[src/sv/sha_pkg.sv]
// ----------------------------------------------------------------------------
// SHA-256 hasher package
// Round constants, initial hash values, word types and the front/back queue
// entry shared by the hasher modules.
// ----------------------------------------------------------------------------
package sha_pkg;

	localparam int unsigned WORD_W = 32;
	localparam int unsigned BLOCK_WORDS = 16;
	localparam int unsigned DIGEST_WORDS = 8;
	localparam int unsigned ROUNDS = 64;
	localparam int unsigned BYTE_TOTAL_W = 61;
	localparam int unsigned QUEUE_DEPTH_DEF = 4;
	localparam logic [7:0] PAD_BYTE = 8'h80;

	typedef logic [WORD_W-1:0] word_t;

	// Entry handed from the front part to the compression engine
	typedef struct packed {
		word_t w;
		logic  compress;   // block is full after this word
		logic  finish;     // hash done: emit digest and restart
	} qent_t;

	typedef enum logic [1:0] {
		FE_IDLE,
		FE_PAD,
		FE_LEN_HI,
		FE_LEN_LO
	} fe_state_t;

	typedef enum logic [1:0] {
		BE_FILL,
		BE_ROUND,
		BE_UPDATE,
		BE_EMIT
	} be_state_t;

	function automatic word_t init_h(input logic [2:0] i);
		word_t r;
		unique case (i)
			3'd0: r = 32'h6a09e667;
			3'd1: r = 32'hbb67ae85;
			3'd2: r = 32'h3c6ef372;
			3'd3: r = 32'ha54ff53a;
			3'd4: r = 32'h510e527f;
			3'd5: r = 32'h9b05688c;
			3'd6: r = 32'h1f83d9ab;
			default: r = 32'h5be0cd19;
		endcase
		return r;
	endfunction

	localparam word_t ROUND_K [ROUNDS] = '{
		32'h428a2f98, 32'h71374491, 32'hb5c0fbcf, 32'he9b5dba5, 32'h3956c25b,
		32'h59f111f1, 32'h923f82a4, 32'hab1c5ed5, 32'hd807aa98, 32'h12835b01,
		32'h243185be, 32'h550c7dc3, 32'h72be5d74, 32'h80deb1fe, 32'h9bdc06a7,
		32'hc19bf174, 32'he49b69c1, 32'hefbe4786, 32'h0fc19dc6, 32'h240ca1cc,
		32'h2de92c6f, 32'h4a7484aa, 32'h5cb0a9dc, 32'h76f988da, 32'h983e5152,
		32'ha831c66d, 32'hb00327c8, 32'hbf597fc7, 32'hc6e00bf3, 32'hd5a79147,
		32'h06ca6351, 32'h14292967, 32'h27b70a85, 32'h2e1b2138, 32'h4d2c6dfc,
		32'h53380d13, 32'h650a7354, 32'h766a0abb, 32'h81c2c92e, 32'h92722c85,
		32'ha2bfe8a1, 32'ha81a664b, 32'hc24b8b70, 32'hc76c51a3, 32'hd192e819,
		32'hd6990624, 32'hf40e3585, 32'h106aa070, 32'h19a4c116, 32'h1e376c08,
		32'h2748774c, 32'h34b0bcb5, 32'h391c0cb3, 32'h4ed8aa4a, 32'h5b9cca4f,
		32'h682e6ff3, 32'h748f82ee, 32'h78a5636f, 32'h84c87814, 32'h8cc70208,
		32'h90befffa, 32'ha4506ceb, 32'hbef9a3f7, 32'hc67178f2
	};

	function automatic word_t rotr(input word_t x, input int unsigned n);
		return (x >> n) | (x << (WORD_W - n));
	endfunction

endpackage

[src/sv/sha_msg_if.sv]
// ----------------------------------------------------------------------------
// Message word channel
// Valid/ready channel carrying one message word with byte count and last mark.
// ----------------------------------------------------------------------------
interface sha_msg_if;
	logic        valid;
	logic        ready;
	logic [31:0] data_word;
	logic [2:0]  bytes_valid;
	logic        last_word;

	modport source (output valid, data_word, bytes_valid, last_word, input ready);
	modport sink (input valid, data_word, bytes_valid, last_word, output ready);
endinterface

[src/sv/sha_dig_if.sv]
// ----------------------------------------------------------------------------
// Digest word channel
// Valid/ready channel carrying one digest word with its index and last mark.
// ----------------------------------------------------------------------------
interface sha_dig_if;
	logic        valid;
	logic        ready;
	logic [31:0] digest_word;
	logic [2:0]  word_index;
	logic        last_digest;

	modport source (output valid, digest_word, word_index, last_digest, input ready);
	modport sink (input valid, digest_word, word_index, last_digest, output ready);
endinterface

[src/sv/sha_front.sv]
// ----------------------------------------------------------------------------
// SHA-256 front part
// Accepts message words, counts bytes and words, inserts padding, zero fill
// and the bit length, and pushes block words into the queue.
// ----------------------------------------------------------------------------
module sha_front (
	input  logic         clk,
	input  logic         arst_n,
	sha_msg_if.sink      msg,
	output sha_pkg::qent_t q_data,
	output logic         q_push,
	input  logic         q_full
);
	import sha_pkg::*;

	fe_state_t state_q, state_d;
	logic [BYTE_TOTAL_W-1:0] bytes_q;
	logic [3:0] fill_q;
	logic       two_q;     // extra padding word (full last word) still pending
	logic [2:0] nb;
	logic [BYTE_TOTAL_W-1:0] bytes_new;
	logic [63:0] bits;
	word_t keep, last_w, w;
	logic  fin;

	// Saturate the byte count of a last word
	always_comb begin
		if (!msg.last_word) nb = 3'd4;
		else if (msg.bytes_valid > 3'd4) nb = 3'd4;
		else nb = msg.bytes_valid;
	end

	assign bytes_new = bytes_q + BYTE_TOTAL_W'(nb);
	assign bits = {bytes_q, 3'b000};

	always_comb begin
		keep = '0;
		last_w = '0;
		unique case (nb)
			3'd0: last_w = {PAD_BYTE, 24'h0};
			3'd1: begin keep = 32'hff000000; last_w = {8'h0, PAD_BYTE, 16'h0}; end
			3'd2: begin keep = 32'hffff0000; last_w = {16'h0, PAD_BYTE, 8'h0}; end
			3'd3: begin keep = 32'hffffff00; last_w = {24'h0, PAD_BYTE}; end
			default: keep = 32'hffffffff;
		endcase
		last_w = last_w | (msg.data_word & keep);
	end

	// Next state
	always_comb begin
		state_d = state_q;
		unique case (state_q)
			FE_IDLE:
				if (msg.valid && !q_full && msg.last_word)
					state_d = (fill_q == 4'd13 && nb != 3'd4) ? FE_LEN_HI : FE_PAD;
			FE_PAD:
				if (!q_full && fill_q == 4'd13) state_d = FE_LEN_HI;
			FE_LEN_HI:
				if (!q_full) state_d = FE_LEN_LO;
			FE_LEN_LO:
				if (!q_full) state_d = FE_IDLE;
			default: state_d = FE_IDLE;
		endcase
	end

	// Outputs
	always_comb begin
		msg.ready = 1'b0;
		q_push = 1'b0;
		w = '0;
		fin = 1'b0;
		unique case (state_q)
			FE_IDLE: begin
				msg.ready = !q_full;
				q_push = msg.valid && !q_full;
				w = msg.last_word ? last_w : msg.data_word;
			end
			FE_PAD: begin
				q_push = !q_full;
				w = two_q ? {PAD_BYTE, 24'h0} : '0;
			end
			FE_LEN_HI: begin
				q_push = !q_full;
				w = bits[63:32];
			end
			FE_LEN_LO: begin
				q_push = !q_full;
				w = bits[31:0];
				fin = 1'b1;
			end
			default: ;
		endcase
	end

	assign q_data = '{w: w, compress: (fill_q == 4'd15), finish: fin};

	always_ff @(posedge clk or negedge arst_n) begin
		if (!arst_n) begin
			state_q <= FE_IDLE;
			bytes_q <= '0;
			fill_q <= '0;
			two_q <= 1'b0;
		end else begin
			state_q <= state_d;
			if (q_push) fill_q <= fill_q + 4'd1;
			if (state_q == FE_IDLE && q_push) begin
				bytes_q <= bytes_new;
				two_q <= msg.last_word && nb == 3'd4;
			end else if (state_q == FE_PAD && q_push) begin
				two_q <= 1'b0;
			end else if (state_q == FE_LEN_LO && q_push) begin
				bytes_q <= '0;
			end
		end
	end

endmodule

[src/sv/sha_queue.sv]
// ----------------------------------------------------------------------------
// SHA-256 word queue
// Small FIFO between the front part and the compression engine.
// ----------------------------------------------------------------------------
module sha_queue #(
	parameter int unsigned DEPTH = sha_pkg::QUEUE_DEPTH_DEF
) (
	input  logic           clk,
	input  logic           arst_n,
	input  sha_pkg::qent_t wdata,
	input  logic           push,
	output logic           full,
	output sha_pkg::qent_t rdata,
	input  logic           pop,
	output logic           empty
);
	import sha_pkg::*;

	localparam int unsigned AW = (DEPTH > 1) ? $clog2(DEPTH) : 1;

	qent_t mem_q [DEPTH];
	logic [AW-1:0] wp_q, rp_q;
	logic [AW:0]   cnt_q;

	assign full = (cnt_q == (AW+1)'(DEPTH));
	assign empty = (cnt_q == '0);
	assign rdata = mem_q[rp_q];

	always_ff @(posedge clk) begin
		if (push && !full) mem_q[wp_q] <= wdata;
	end

	always_ff @(posedge clk or negedge arst_n) begin
		if (!arst_n) begin
			wp_q <= '0;
			rp_q <= '0;
			cnt_q <= '0;
		end else begin
			if (push && !full)
				wp_q <= (wp_q == AW'(DEPTH - 1)) ? '0 : wp_q + AW'(1);
			if (pop && !empty)
				rp_q <= (rp_q == AW'(DEPTH - 1)) ? '0 : rp_q + AW'(1);
			cnt_q <= cnt_q + (AW+1)'(push && !full) - (AW+1)'(pop && !empty);
		end
	end

endmodule

[src/sv/sha_back.sv]
// ----------------------------------------------------------------------------
// SHA-256 compression engine
// Loads block words from the queue, runs 64 rounds at one per cycle, adds
// into the hash state and emits the digest after the final block.
// ----------------------------------------------------------------------------
module sha_back (
	input  logic           clk,
	input  logic           arst_n,
	input  sha_pkg::qent_t q_data,
	input  logic           q_empty,
	output logic           q_pop,
	sha_dig_if.source      dig
);
	import sha_pkg::*;

	be_state_t state_q, state_d;
	word_t h_q [DIGEST_WORDS];
	word_t v_q [DIGEST_WORDS];
	word_t win_q [BLOCK_WORDS];
	logic [5:0] rnd_q;
	logic [2:0] idx_q;
	logic       fin_q;
	word_t x, y, s0, s1, wnew, t1, t2;
	logic last_round, take;

	assign take = !q_empty && state_q == BE_FILL;

	// Schedule: window is a shift line, win_q[0] is the current word
	always_comb begin
		x = win_q[1];
		y = win_q[14];
		s0 = rotr(x, 7) ^ rotr(x, 18) ^ (x >> 3);
		s1 = rotr(y, 17) ^ rotr(y, 19) ^ (y >> 10);
		wnew = win_q[0] + s0 + win_q[9] + s1;
		t1 = v_q[7] + (rotr(v_q[4], 6) ^ rotr(v_q[4], 11) ^ rotr(v_q[4], 25))
			+ ((v_q[4] & v_q[5]) ^ (~v_q[4] & v_q[6])) + ROUND_K[rnd_q] + win_q[0];
		t2 = (rotr(v_q[0], 2) ^ rotr(v_q[0], 13) ^ rotr(v_q[0], 22))
			+ ((v_q[0] & v_q[1]) ^ (v_q[0] & v_q[2]) ^ (v_q[1] & v_q[2]));
	end

	assign last_round = (rnd_q == 6'd63);

	// Next state
	always_comb begin
		state_d = state_q;
		unique case (state_q)
			BE_FILL: if (take && q_data.compress) state_d = BE_ROUND;
			BE_ROUND: if (last_round) state_d = BE_UPDATE;
			BE_UPDATE: state_d = fin_q ? BE_EMIT : BE_FILL;
			BE_EMIT: if (dig.ready && idx_q == 3'd7) state_d = BE_FILL;
			default: state_d = BE_FILL;
		endcase
	end

	// Outputs
	always_comb begin
		q_pop = take;
		dig.valid = (state_q == BE_EMIT);
		dig.digest_word = h_q[idx_q];
		dig.word_index = idx_q;
		dig.last_digest = (idx_q == 3'd7);
	end

	// Working variables and window
	always_ff @(posedge clk) begin
		if (take) begin
			for (int i = 0; i < BLOCK_WORDS - 1; i++) win_q[i] <= win_q[i+1];
			win_q[BLOCK_WORDS-1] <= q_data.w;
			if (q_data.compress) for (int i = 0; i < DIGEST_WORDS; i++) v_q[i] <= h_q[i];
		end else if (state_q == BE_ROUND) begin
			for (int i = 0; i < BLOCK_WORDS - 1; i++) win_q[i] <= win_q[i+1];
			win_q[BLOCK_WORDS-1] <= wnew;
			v_q[7] <= v_q[6];
			v_q[6] <= v_q[5];
			v_q[5] <= v_q[4];
			v_q[4] <= v_q[3] + t1;
			v_q[3] <= v_q[2];
			v_q[2] <= v_q[1];
			v_q[1] <= v_q[0];
			v_q[0] <= t1 + t2;
		end
	end

	// Control and hash state
	always_ff @(posedge clk or negedge arst_n) begin
		if (!arst_n) begin
			state_q <= BE_FILL;
			rnd_q <= '0;
			idx_q <= '0;
			fin_q <= 1'b0;
			for (int i = 0; i < DIGEST_WORDS; i++) h_q[i] <= init_h(3'(i));
		end else begin
			state_q <= state_d;
			if (take && q_data.compress) begin
				fin_q <= q_data.finish;
				rnd_q <= '0;
			end
			if (state_q == BE_ROUND) rnd_q <= rnd_q + 6'd1;
			if (state_q == BE_UPDATE)
				for (int i = 0; i < DIGEST_WORDS; i++) h_q[i] <= h_q[i] + v_q[i];
			if (state_q == BE_EMIT && dig.ready) begin
				idx_q <= idx_q + 3'd1;
				if (idx_q == 3'd7)
					for (int i = 0; i < DIGEST_WORDS; i++) h_q[i] <= init_h(3'(i));
			end
		end
	end

endmodule

[src/sv/sha256_message_hasher_core.sv]
// ----------------------------------------------------------------------------
// SHA-256 message hasher core
// Streams message words in, pads the message and emits the 256-bit digest.
// ----------------------------------------------------------------------------
//   channel  dir  payload                                  handshake
//   msg      in   data_word[31:0] bytes_valid[2:0] last    valid/ready
//   dig      out  digest_word[31:0] word_index[2:0] last   valid/ready
//
// A 16-word block takes 16 queue words, then the 64 rounds and the hash update;
// the round loop limits the sustained word rate.
// The last word adds up to 18 padding/length words (one extra block) and
// 8 digest words. Reset clears all control and loads the initial hash.
// Input stalls when the word queue is full and while the front part queues
// padding and length words; output stalls hold the digest word and block
// the engine.
// ----------------------------------------------------------------------------
module sha256_message_hasher_core #(
	parameter int unsigned QUEUE_DEPTH = sha_pkg::QUEUE_DEPTH_DEF
) (
	input  logic clk,
	input  logic arst_n,
	sha_msg_if.sink   msg,
	sha_dig_if.source dig
);
	import sha_pkg::*;

	qent_t fq_data, bq_data;
	logic  push, full, pop, empty;

	sha_front u_front (
		.clk(clk), .arst_n(arst_n), .msg(msg),
		.q_data(fq_data), .q_push(push), .q_full(full)
	);

	sha_queue #(.DEPTH(QUEUE_DEPTH)) u_queue (
		.clk(clk), .arst_n(arst_n), .wdata(fq_data), .push(push), .full(full),
		.rdata(bq_data), .pop(pop), .empty(empty)
	);

	sha_back u_back (
		.clk(clk), .arst_n(arst_n), .q_data(bq_data), .q_empty(empty),
		.q_pop(pop), .dig(dig)
	);

endmodule

[src/flat_wrapper.sv]
// flat-port wrapper written by rule: the top's interface ports become plain ports
module sha256_message_hasher_core_flat import sha_pkg::*;
#(
	parameter int unsigned QUEUE_DEPTH = sha_pkg::QUEUE_DEPTH_DEF
)
  (clk, arst_n, msg_valid, msg_data_word, msg_bytes_valid, msg_last_word, msg_ready, dig_valid, dig_digest_word, dig_word_index, dig_last_digest, dig_ready);
  sha_msg_if msg_i ();
  sha_dig_if dig_i ();
  input  logic clk;
  input  logic arst_n;
  input wire logic [$bits(msg_i.valid)-1:0] msg_valid;
  input wire logic [$bits(msg_i.data_word)-1:0] msg_data_word;
  input wire logic [$bits(msg_i.bytes_valid)-1:0] msg_bytes_valid;
  input wire logic [$bits(msg_i.last_word)-1:0] msg_last_word;
  output wire logic [$bits(msg_i.ready)-1:0] msg_ready;
  output wire logic [$bits(dig_i.valid)-1:0] dig_valid;
  output wire logic [$bits(dig_i.digest_word)-1:0] dig_digest_word;
  output wire logic [$bits(dig_i.word_index)-1:0] dig_word_index;
  output wire logic [$bits(dig_i.last_digest)-1:0] dig_last_digest;
  input wire logic [$bits(dig_i.ready)-1:0] dig_ready;
  assign msg_i.valid = msg_valid;
  assign msg_i.data_word = msg_data_word;
  assign msg_i.bytes_valid = msg_bytes_valid;
  assign msg_i.last_word = msg_last_word;
  assign msg_ready = msg_i.ready;
  assign dig_valid = dig_i.valid;
  assign dig_digest_word = dig_i.digest_word;
  assign dig_word_index = dig_i.word_index;
  assign dig_last_digest = dig_i.last_digest;
  assign dig_i.ready = dig_ready;
  sha256_message_hasher_core #(.QUEUE_DEPTH(QUEUE_DEPTH)) u_core (.clk(clk), .arst_n(arst_n), .msg(msg_i), .dig(dig_i));
endmodule
[config.mk]
export PLATFORM = sky130hd
export DESIGN_NAME = sha256_message_hasher_core_flat
export DESIGN_NICKNAME = d
export VERILOG_FILES = /design/src/sv/sha_pkg.sv /design/src/sv/sha_msg_if.sv /design/src/sv/sha_dig_if.sv /design/src/sv/sha_front.sv /design/src/sv/sha_queue.sv /design/src/sv/sha_back.sv /design/src/sv/sha256_message_hasher_core.sv /design/src/flat_wrapper.sv
export SDC_FILE = /design/constraint.sdc
export NUM_CORES = 2
export LEC_CHECK = 0
export CORE_UTILIZATION = 40
export CTS_CLUSTER_DIAMETER = 150
export DETAILED_ROUTE_END_ITERATION = 8
export DONT_BUFFER_PORTS = 1
export HOLD_SLACK_MARGIN = 0.08
export SYNTH_ARGS = -nofsm -noshare
export SYNTH_HDL_FRONTEND = slang
export SYNTH_SLANG_ARGS = --single-unit
[constraint.sdc]
create_clock -name clk -period 17.2 [get_ports clk]
set_input_delay 0.86 -clock clk [delete_from_list [all_inputs] [get_ports clk]]
set_output_delay 0.86 -clock clk [all_outputs]
set_load 0.01 [all_outputs]
==> results.json <==
{
  "hold_end": "u_core.u_front.two_q",
  "cts_root_buf": "clkbuf_16",
  "hp-class": "in2reg",
  "timing.fmax_mhz": 94.6,
  "grt_overflow": 0,
  "crit_required_ns": 17.71,
  "clock-sinks": 1247,
  "chipWidth_um": 435,
  "synth_fp_nets": 7625,
  "power_leakage_uw": 0.0334,
  "synth_cells": 6977,
  "r2r_setup_slack_ns": 6.63,
  "async_reset_ff_share_pct": 27.5,
  "post-cts-setup-buffers": 0,
  "synth_top_cell_by_area": "edfxtp_1",
  "worst_r2r_startpoint": "u_core.u_back.rnd_q[1]",
  "clock_latency_ns": 0.82,
  "post-synth-top-count-cell": "nand2_1",
  "nFillCells": 17200,
  "numCtsBuffers": 147,
  "synth_seq_area_share_pct": 47.8,
  "crit_type": "reg2reg",
  "routedWlPerCell_um": 24.6,
  "synth_top_area_share_pct": 36.1,
  "max_slew_margin_pct": 18.7,
  "multi_input_area_um2": 36800,
  "detail-route-antenna-nets": 0,
  "tightest_slew_ns": 1.21,
  "synth_cell_type_count": 95,
  "fin_crit_sh_pct": 61.4,
  "drt_first_pass_iters": 7,
  "drive_gt1_share_pct": 9.29,
  "grt_max_degree": 213,
  "drc": 0,
  "ys_top_cells_by_area": "edfxtp_1 (36%), dfrtp_1 (6.9%), ha_1 (6.8%), nand2_1 (5.9%), fa_1 (5.2%)",
  "arrival_ns": 11.08,
  "die_y_um": 435,
  "vias": 54000,
  "rows": 158,
  "hpwl_mm": 169,
  "antenna_found_initial": 5,
  "drtIter0Drc": 5586,
  "ir_drop_mv": 0.102,
  "core_area_um2": 186000,
  "rsz0062_at_grt": "no",
  "start_util_pct": 40.4,
  "synth_ff_type": "edfxtp_1",
  "area_delta_synth_final_pct": 10.1,
  "powerDensity_nw_per_um2": 84.7,
  "htree_levels": 4,
  "grt_pass1_vias": 52700,
  "nNetsFinal": 7528,
  "fin_skew_ns": 0.0505,
  "routed_wirelength_mm": 233,
  "portBuffers": 0,
  "synth_seq_cells": 1247,
  "vias_per_cell": 5.69,
  "worst-path-max-fanout": 16,
  "setup-violations-final": 0,
  "maxSlewViolCount": 0,
  "rr_worst_depth": 36,
  "clkTransAtPathRegs_ns": 0.07,
  "critPathSlowestCell": "ha_1",
  "status": "completed",
  "place_congestion": 0.956,
  "grt_pass1_wl_mm": 345,
  "cts_tree": "yes",
  "critical_path.max_stage_delay_ns": 0.80,
  "worstHoldStart": "msg_bytes_valid[2]",
  "die_area_um2": 190000,
  "ios": 78,
  "track_usage_pct": 24.3,
  "netlist_area_um2": 75200,
  "hold_depth": 2,
  "syn_area_per_cell_um2": 10.8,
  "max_cap_violations": 0,
  "hold_viol_final": 0,
  "min_period_ns": 10.57,
  "fin_tns_setup_ns": 0,
  "whs_ns": 0.228,
  "startpoint_type": "flip-flop",
  "worst_path_most_repeated_cell": "fa_1",
  "finalPower_uw": 7010,
  "regArea_um2": 35900,
  "synth_edf_count": 904,
  "critPathCaptureType": "flip-flop",
  "synth_common_cells": "nand2_1 (1181), edfxtp_1 (904), a21oi_1 (485)",
  "clockBufferDepth": 3,
  "r2r_end": "u_core.u_back.v_q[0][31]",
  "yosysWarnings": 0
}
## state kept, by name (all words and copies together) (netlist names), 2 cells and up
register and flops:
u_core.u_back.v_q 256, u_core.u_front.fill_q 4, u_core.u_front.bytes_q 61, u_core.u_queue.rp_q 2
u_core.u_back.h_q 256, u_core.u_back.win_q 512, u_core.u_front.state_q 2, u_core.u_back.rnd_q 6
u_core.u_queue.cnt_q 3, u_core.u_back.state_q 2, u_core.u_queue.mem_q 136, u_core.u_back.dig.word_index 3
u_core.u_queue.wp_q 2
## critical path, delay by kind of cell (launching register included)
family,cells,cell delay (ns)
compound gates,14,3.45
xor+xnor,3,0.59
fa+ha+maj,8,3.65
buf+inv,5,0.83
flops,1,0.66
simple gates,6,1.04
## worst max-delay path by stage
stage | start | to | slack [ns] | cells after the start
6_report | u_core.u_back.rnd_q[1] | u_core.u_back.v_q[0][31] | 6.63 | 36
5_1_grt | u_core.u_back.rnd_q[1] | u_core.u_back.v_q[0][31] | 6.27 | 36
4_1_cts | u_core.u_back.rnd_q[1] | u_core.u_back.v_q[0][31] | 6.86 | 36
3_5_place_dp | u_core.u_back.rnd_q[1] | u_core.u_back.v_q[0][31] | 6.92 | 36
3_3_place_gp | u_core.u_back.rnd_q[1] | u_core.u_back.v_q[0][31] | 7.12 | 36
2_1_floorplan | u_core.u_back.state_q[1] | u_core.u_back.win_q[0][0] | 3.80 | 5
## cell families after synthesis
family | share of synthesized area (%)
AOI/OAI and AO/OA | 14.0
muxes | 4.46
and+or+nand+nor | 11.5
adders and majority gates | 12.1
buffers and inverters | 3.42
xor gates and xnor gates | 6.70
DFF | 47.8
## routing by layer
| layer | wire [µm] | GRT usage [%] | up-vias | part of all wire, % |
|---|---|---|---|---|
| met4 | 8200 | 8.36 | 0 | 3.5 |
| li1 | - | - | 24900 | - |
| met2 | 106000 | 38.1 | 2039 | 46 |
| met1 | 102000 | 34.2 | 26800 | 44 |
| met3 | 16500 | 3.73 | 348 | 7.1 |
| met5 | 0 | 0 | - | 0 |
## area by class of cell
class	instances	share of cell area (%)
Multi-Input combinational cell	5046	44.4
Sequential cell	1247	43.4
Clock buffer	197	4.86
Tap cell	2480	3.75
Inverter	369	1.68
Clock inverter	79	1.13
Timing Repair Buffer	69	0.735
Antenna cell	2	0.00605
## power breakdown
part,internal (µW),switching [µW],total (µW)
Sequential,3400,44.8,3440
Clock,1840,1350,3190
Combinational,117,259,377
Total,5360,1650,7010
## what timing repair did
item                                   in CTS  in global routing
resized for setup                           0                  0
setup endpoints to repair                   0                  0
hold buffers                                3                  1
endpoints found under the hold margin     212                 48
## per-stage QoR
step	util, %	setup WS, ns	cells	area [µm²]
6_report	44.5	6.63	9489	82700
5_1_grt	44.5	6.27	9487	82700
4_1_cts	44.5	6.86	9485	82700
3_5_place_dp	41.8	6.92	9206	77700
3_3_place_gp	41.8	7.12	9206	77700
2_1_floorplan	-	3.80	6977	75200
## cell usage in the layout (no fill, tap or decap), drive strengths merged, types with 49 or more instances in the layout
| master | count |
|---|---|
| nand2 | 1181 |
| edfxtp | 904 |
| a21oi | 485 |
| o21ai | 434 |
| ha | 411 |
| xnor2 | 383 |
| inv | 377 |
| nor2 | 275 |
| dfrtp | 207 |
| fa | 197 |
| clkbuf | 197 |
| xor2 | 192 |
| a21o | 189 |
| dfstp | 136 |
| nand3 | 127 |
| o211ai | 110 |
| mux4 | 108 |
| nor3 | 83 |
| nand2b | 71 |
| buf | 67 |
| o21a | 63 |
| mux2 | 57 |
| a31oi | 54 |
| clkinv | 54 |
| a211oi | 52 |
| o21bai | 50 |
| o31ai | 50 |
| nor2b | 49 |
(Power assumes the default switching activity.)
